### config.mk
export PLATFORM = sky130hd
export DESIGN_NAME = pipt_ctrl
export DESIGN_NICKNAME = d
export VERILOG_FILES = /design/src/design/pipt_pkg.sv /design/src/design/pipt_ctrl.sv
export VERILOG_INCLUDE_DIRS = /design/src /design/src/design
export SDC_FILE = /design/constraint.sdc
export NUM_CORES = 1
export LEC_CHECK = 0
export ABC_CLOCK_PERIOD_IN_PS = 3650
export BUFFER_PORTS_ARGS = -buffer_cell sky130_fd_sc_hd__buf_2
export CAP_MARGIN = 20
export CORE_UTILIZATION = 51
export DETAILED_ROUTE_END_ITERATION = 16
export HOLD_SLACK_MARGIN = 0.1
export PLACE_DENSITY_LB_ADDON = 0.3
export SYNTH_ARGS = -nofsm -noshare
export SYNTH_HDL_FRONTEND = slang
export SYNTH_SLANG_ARGS = --single-unit
export TNS_END_PERCENT = 10
### constraint.sdc
create_clock -name clk -period 3.65 [get_ports clk]
set_input_delay 0.73 -clock clk [delete_from_list [all_inputs] [get_ports clk]]
set_output_delay 0.73 -clock clk [all_outputs]
set_load 0.01 [all_outputs]
### src/design/point_in_polygon_test_macros.svh
// Assertion macros used by the point-in-polygon controller.
`ifndef POINT_IN_POLYGON_TEST_MACROS_SVH
`define POINT_IN_POLYGON_TEST_MACROS_SVH

`ifndef SYNTHESIS

// Same-cycle implication under an active-low reset.
`define PIPT_ASSERT_IMPLY(label, clk, rst_n, ante, cons) \
    label: assert property (@(posedge clk) disable iff (!rst_n) (ante) |-> (cons)) \
        else $error("point_in_polygon_test: assertion failed");

// Next-cycle implication under an active-low reset.
`define PIPT_ASSERT_NEXT(label, clk, rst_n, ante, cons) \
    label: assert property (@(posedge clk) disable iff (!rst_n) (ante) |=> (cons)) \
        else $error("point_in_polygon_test: assertion failed");

`else

`define PIPT_ASSERT_IMPLY(label, clk, rst_n, ante, cons)
`define PIPT_ASSERT_NEXT(label, clk, rst_n, ante, cons)

`endif

`endif

### src/design/pipt_pkg.sv
package pipt_pkg;

    localparam int MAX_VERTICES_DEF = 64;

    localparam int COORD_W  = 32;
    localparam int INDEX_W  = 6;
    localparam int COUNT_W  = 7;
    localparam int DIFF_W   = COORD_W + 1;
    localparam int PROD_W   = 2 * DIFF_W;
    localparam int VERTEX_W = 2 * COORD_W;

    localparam int APB_ADDR_W = 3;
    localparam int APB_DATA_W = 32;

    // Word index of the vertex_count configuration register
    localparam logic [APB_ADDR_W-3:0] REG_VERTEX_COUNT = 1'b0;

    // Item modes
    localparam logic MODE_WRITE = 1'b0;
    localparam logic MODE_QUERY = 1'b1;

    typedef logic signed [COORD_W-1:0] coord_t;
    typedef logic signed [DIFF_W-1:0]  diff_t;
    typedef logic signed [PROD_W-1:0]  prod_t;

    typedef enum logic [3:0] {
        ST_IDLE  = 4'b0001,
        ST_WALK  = 4'b0010,
        ST_DRAIN = 4'b0100,
        ST_DONE  = 4'b1000
    } state_t;

    // Read issue from the sequencer to the edge unit
    typedef struct packed {
        logic start;
        logic rd_en;
        logic first;
    } issue_t;

endpackage

### src/design/pipt_ctrl.sv
`include "point_in_polygon_test_macros.svh"

module pipt_ctrl #(
    parameter int MAX_VERTICES = pipt_pkg::MAX_VERTICES_DEF
) (
    input  logic                              clk,
    input  logic                              rst_n,
    input  logic                              in_fire,
    input  logic                              in_mode,
    input  logic [pipt_pkg::INDEX_W-1:0]      in_index,
    input  logic [pipt_pkg::COUNT_W-1:0]      vertex_count,
    input  logic                              out_ready,
    input  logic                              edge_busy,
    input  logic                              in_poly,
    output logic                              in_ready,
    output logic                              out_valid,
    output logic                              out_inside,
    output logic                              ram_we,
    output logic [$clog2(MAX_VERTICES)-1:0]   ram_waddr,
    output logic [$clog2(MAX_VERTICES)-1:0]   ram_raddr,
    output pipt_pkg::issue_t                  issue
);

    localparam int AW = $clog2(MAX_VERTICES);
    localparam int CW = $clog2(MAX_VERTICES + 1);

    pipt_pkg::state_t state_reg;
    pipt_pkg::state_t state_next;
    logic [CW-1:0]    n_reg;
    logic [CW-1:0]    n_next;
    logic [CW-1:0]    k_reg;
    logic [CW-1:0]    k_next;
    logic             out_valid_reg;
    logic             out_valid_next;
    logic             out_inside_reg;
    logic             out_inside_next;

    logic [CW-1:0]    n_clamp;
    logic [CW-1:0]    nm1;
    logic [CW-1:0]    km1;
    logic [CW-1:0]    rd_idx;
    logic             out_load;

    assign n_clamp = (32'(vertex_count) > MAX_VERTICES) ? CW'(MAX_VERTICES)
                                                        : CW'(vertex_count);
    assign nm1     = n_reg - CW'(1);
    assign km1     = k_reg - CW'(1);
    // First read fetches the last vertex, then vertices from zero upward
    assign rd_idx    = (k_reg == '0) ? nm1 : km1;
    assign ram_raddr = rd_idx[AW-1:0];

    assign in_ready  = state_reg == pipt_pkg::ST_IDLE;
    assign ram_we    = in_fire && (in_mode == pipt_pkg::MODE_WRITE)
                       && (32'(in_index) < MAX_VERTICES);
    assign ram_waddr = AW'(in_index);

    // Hold the result until the output register is free
    assign out_load  = (state_reg == pipt_pkg::ST_DONE) && (!out_valid_reg || out_ready);

    always_comb
    begin
        state_next      = state_reg;
        n_next          = n_reg;
        k_next          = k_reg;
        out_valid_next  = out_valid_reg && !out_ready;
        out_inside_next = out_inside_reg;
        issue           = '0;
        case (state_reg)
            pipt_pkg::ST_IDLE:
            begin
                if (in_fire && (in_mode == pipt_pkg::MODE_QUERY))
                begin
                    issue.start = 1'b1;
                    n_next      = n_clamp;
                    k_next      = '0;
                    state_next  = (n_clamp == '0) ? pipt_pkg::ST_DONE : pipt_pkg::ST_WALK;
                end
            end
            pipt_pkg::ST_WALK:
            begin
                issue.rd_en = 1'b1;
                issue.first = k_reg == '0;
                k_next      = k_reg + CW'(1);
                if (k_reg == n_reg)
                begin
                    state_next = pipt_pkg::ST_DRAIN;
                end
            end
            pipt_pkg::ST_DRAIN:
            begin
                if (!edge_busy)
                begin
                    state_next = pipt_pkg::ST_DONE;
                end
            end
            pipt_pkg::ST_DONE:
            begin
                if (out_load)
                begin
                    out_valid_next  = 1'b1;
                    out_inside_next = in_poly;
                    state_next      = pipt_pkg::ST_IDLE;
                end
            end
            default:
            begin
                state_next = pipt_pkg::ST_IDLE;
            end
        endcase
    end

    always_ff @(posedge clk or negedge rst_n)
    begin
        if (!rst_n)
        begin
            state_reg     <= pipt_pkg::ST_IDLE;
            n_reg         <= '0;
            k_reg         <= '0;
            out_valid_reg <= 1'b0;
        end
        else
        begin
            state_reg     <= state_next;
            n_reg         <= n_next;
            k_reg         <= k_next;
            out_valid_reg <= out_valid_next;
        end
    end

    always_ff @(posedge clk)
    begin
        out_inside_reg <= out_inside_next;
    end

    assign out_valid  = out_valid_reg;
    assign out_inside = out_inside_reg;

    `PIPT_ASSERT_IMPLY(a_idle_not_busy, clk, rst_n, in_ready, !edge_busy)
    `PIPT_ASSERT_IMPLY(a_read_in_range, clk, rst_n, issue.rd_en, 32'(ram_raddr) < 32'(n_reg))
    `PIPT_ASSERT_IMPLY(a_write_when_idle, clk, rst_n, ram_we, in_ready)
    `PIPT_ASSERT_NEXT(a_done_loads_out, clk, rst_n, out_load, out_valid_reg && in_ready)

endmodule

* Yosys cells after proc, flatten, opt, wreduce, memory -nomap -nowiden
Cells that the tools add are included.
Operators by class: reductions and logical operators 14, order comparisons 1, bitwise operators 1, add/subtract/negate cells 3, equality and inequality tests 9, muxes and demuxes 15
Operators by type and width (count):
- $mux 4 | 5
- $pmux 4 s4 | 1
- $logic_not 7->1 | 2
- $mux 7 | 2
- $pmux 7 s2 | 1
- $sub 6x1->6 const B | 2
- $add 7x1->7 const B | 1
- $eq 7x7->1 | 1
- $gt 7x7->1 const B | 1
- $mux 6 | 1
- $ne 2x2->1 const B | 3
- $reduce_and 2->1 | 3
- $eq 4x1->1 const B | 1
- $eq 4x2->1 const B | 1
- $eq 4x3->1 const B | 1
- $eq 4x4->1 const B | 1
- $logic_and 1x1->1 | 4
- $mux 1 | 4
- $reduce_and 4->1 | 1
- $logic_not 1->1 | 2
- $mux 2 | 1
- $ne 2x1->1 const B | 1
- $reduce_bool 2->1 | 1
- $logic_or 1x1->1 | 1
- $not 1->1 | 1
Word-level totals: register bits after elaboration 20, output and inout port bits 19

* Depth between registers and ports, before layout
depth after elaboration 6, mapped depth 9, depth with buffers taken out 8

* Worst setup path before layout
No wires, ideal clock.
path type register to output, start reg k_reg[0], end out ram_raddr[4], stages on the path, launching flop included 10, required time 2.920 ns, arrival 2.401 ns, slack 0.519 ns, cell sequence dfrtp_1 > buf_4 > inv_1 > ha_1 > or4b_4 > nor3_4 > mux2i_1 > ha_1 > a221oi_1 > a31oi_1
Between the ends: cells in the longest elaborated chain, start to end 2, elaborated cells on any way between the ends 3
Ends and longest elaborated chain:
- start, declared | line pipt_ctrl.sv:31 | logic [CW-1:0] k_reg;
- start signal, assigned | line pipt_ctrl.sv:125 | k_reg <= k_next;
- $sub 6x1->6 / $logic_not 7->1 (equally long branches) | line pipt_ctrl.sv:47, pipt_ctrl.sv:49
- $mux 6 * | line pipt_ctrl.sv:49 | assign rd_idx = (k_reg == '0) ? nm1 : km1;
- end, declared | line pipt_ctrl.sv:20 | output logic [$clog2(MAX_VERTICES)-1:0] ram_raddr,
Every way passes the cells marked *; elsewhere a longest branch is shown, timed or not.

* Worst setup path in the final report
start reg k_reg[1], end out ram_raddr[4]
The elaborated chain is that of the path after synthesis.

==> summary.md <==
| Metric | Value |
|---|---|
| Status | `completed` |
| CTS sink cnt | `20` |
| Initial DRC count | `9` |
| Share of layout cells above drive strength 1 | `25.47%` |
| Dpl ws | `503.9 ps` |
| Total power divided by cell area | `881.7 nW/um^2` |
| Clk Latency, worst-skew pair | `290 ps` |
| Inserted Clock Buffers | `3` |
| Most frequent cells in the layout | `26 x buf_2, 18 x dfrtp_1, 17 x nand2_1` |
| R2R Path Start | `state_reg[3]` |
| Tot Pwr | `1.245 mW` |
| Die Footprint | `2739 sq um` |
| Fmax | `284.9 MHz` |
| Antenna diodes | `0` |
| Register bit total from synthesis | `20` |
| Die width | `52.34 um` |
| Clock H-tree levels | `1` |
| Ys flop type | `dfrtp_1` |
| GRT Overall Usage | `21.11%` |
| Syn nets | `166` |
| PnR worst setup slack | `139.6 ps` |
| DP Area | `1376 sq um` |
| Distinct cells, synth | `42` |
| Final net count | `185` |
| CP Capture Type | `output port` |
| Number of global-route vias before repair | `984` |
| IO Pins | `39` |
| Leak | `0.6738 nW` |
| CTS root buffer | `clkbuf_4` |
| Commonest non-fill, non-tap cell in the layout | `buf_2` |
| FF-to-FF setup slack | `1650 ps` |
| Area grow syn2layout | `9.293%` |
| DRC | `0` |
| Worst-margin pin slew | `520.6 ps` |
| Worst EP arrival | `2780 ps` |
| Post-synth EDFFs | `1` |
| Endpoints failing hold | `0` |
| Final slew viol count | `0` |
| Final instance area | `1413 sq um` |
| Core Footprint | `2297 sq um` |
| Min Tclk post-route | `3510 ps` |
| Post-DP HPWL | `1.985 mm` |
| Via/cell ratio | `5.587` |
| Reg2Reg Depth | `6` |
| Seq/Total Area, Yosys | `39.21%` |
| RePlAce Congestion | `0.8653` |
| Rel. slew slack | `65.21%` |
| Post-synth ARST share | `95.00%` |
| Vias | `1056` |
| Total Wirelength | `2.590 mm` |
| Crit Path Category | `flip-flop to output port` |
| Final period util | `96.17%` |
| Filler Cell Count | `210` |
| Max Cap Violations | `0` |
| CTS tree | `yes` |
| Routed wire per std cell | `13.70 um` |
| IR Drop Worst-Case VDD | `0.0007456 V` |
| Grt ovf | `0` |
| WP data required | `2920 ps` |
| Unrepaired setup endpoints after global routing | `no` |
| Syn Area/Cell | `9.038 sq um` |
| PortBufs | `26` |
| Clk pin slew, worst setup/hold paths | `110 ps` |
| CTS-repair resized insts | `0` |
| CP Max Fanout | `9` |
| Drt pass-1 iters | `4` |
| Pin count of the biggest net entering global routing | `20` |
| Hold/Removal Path Class | `primary input to asynchronous set/reset pin` |
| First-pass GRT wire length | `4.347 mm` |
| Die span in y | `52.34 um` |
| Cts-stage hold buffer count | `0` |
| Warnings, synthesis | `0` |
| # rows | `17` |
| Final Setup Violations | `0` |
| Reg2Reg Capture Point | `k_reg[6]` |
| Fin Setup TNS | `0 ps` |
| Setup crit start kind | `flip-flop` |
| Initial antenna violation count | `0` |
| Post-Route Skew | `2.934 ps` |
| Post-CTS setup buffer count | `0` |
| Post-Syn Area | `1292 sq um` |
| Initial Util | `56.26%` |
| Antenna-violating nets left | `0` |
| Cell count after synthesis | `143` |
| Max Root-Sink Buffers | `2` |
## worst max-delay path by stage
stage               startpoint  cells after the start            to
floorplan             k_reg[0]                      9  ram_raddr[4]
global placement      k_reg[0]                      9  ram_raddr[4]
detailed placement    k_reg[1]                      9  ram_raddr[4]
CTS                   k_reg[1]                      9  ram_raddr[4]
global route          k_reg[0]                      9  ram_raddr[4]
finish                k_reg[1]                      9  ram_raddr[4]
## per-stage QoR
step / std cells / hold slack [ps] / util [%]
finish: 189 / 354.9 / 61.49
CTS: 189 / 360.5 / 61.49
detailed placement: 185 / 495.1 / 59.91
floorplan: 143 / 434.4 / -
global placement: 185 / 487.1 / 59.91
global route: 189 / 368.3 / 61.49
## critical path, stage by stage (launching register included)
cell      delay, ps
dfrtp_1         470
inv_1           110
ha_1            130
or4b_4          470
nor3_4          330
mux2i_1         310
ha_1            260
a221oi_1        100
a31oi_1         160
buf_2           150
## synth_stat cells (3+ instances only)
cell	instances	share of area, %
xor2_1	4	2.7
inv_1	4	1.2
a21oi_1	8	3.1
nor2_1	7	2.0
nand3_1	5	1.9
nor3_1	3	1.2
nor4_1	3	1.5
dfrtp_1	18	35
buf_4	8	4.6
mux2i_1	3	2.3
nand2b_1	7	3.4
xnor2_1	7	4.7
o21ai_0	14	5.4
nand2_1	17	4.9
ha_1	3	2.9
## where the power goes
part	switching (mW)	internal, mW
logic	0.372	0.347
clock network	0.0669	0.0607
registers	0.103	0.295
## cell type report
| type | count | area (sq um) | share of cell area (%) |
|---|---|---|---|
| sequential | 20 | 506.7 | 35.87 |
| clock buffer | 4 | 36.28 | 2.569 |
| multi-input combinational | 105 | 678.2 | 48.01 |
| inverter | 5 | 18.77 | 1.329 |
| timing repair buffer | 27 | 137.6 | 9.743 |
| tap | 28 | 35.03 | 2.480 |
## cell families (layout without fill, tap and decap cells)
kind of cell,Yosys count,count (layout),synth area share (%)
fa+ha+maj,3,3,2.904
buf+inv,18,36,8.325
simple gates,58,58,25.94
xor+xnor,11,11,7.454
flops,20,20,39.21
compound gates,28,28,11.81
mux,5,5,4.356
## layer usage
layer / routed length, um / part of all wire [%] / track usage (%)
met4: 16 / 0.62 / 6.140
met1: 1215 / 47 / 28.73
met3: 107 / 4.1 / 2.609
met5: 0 / 0 / 0
met2: 1251 / 48 / 34.81
No activity file was read; power rests on OpenSTA's default activity.
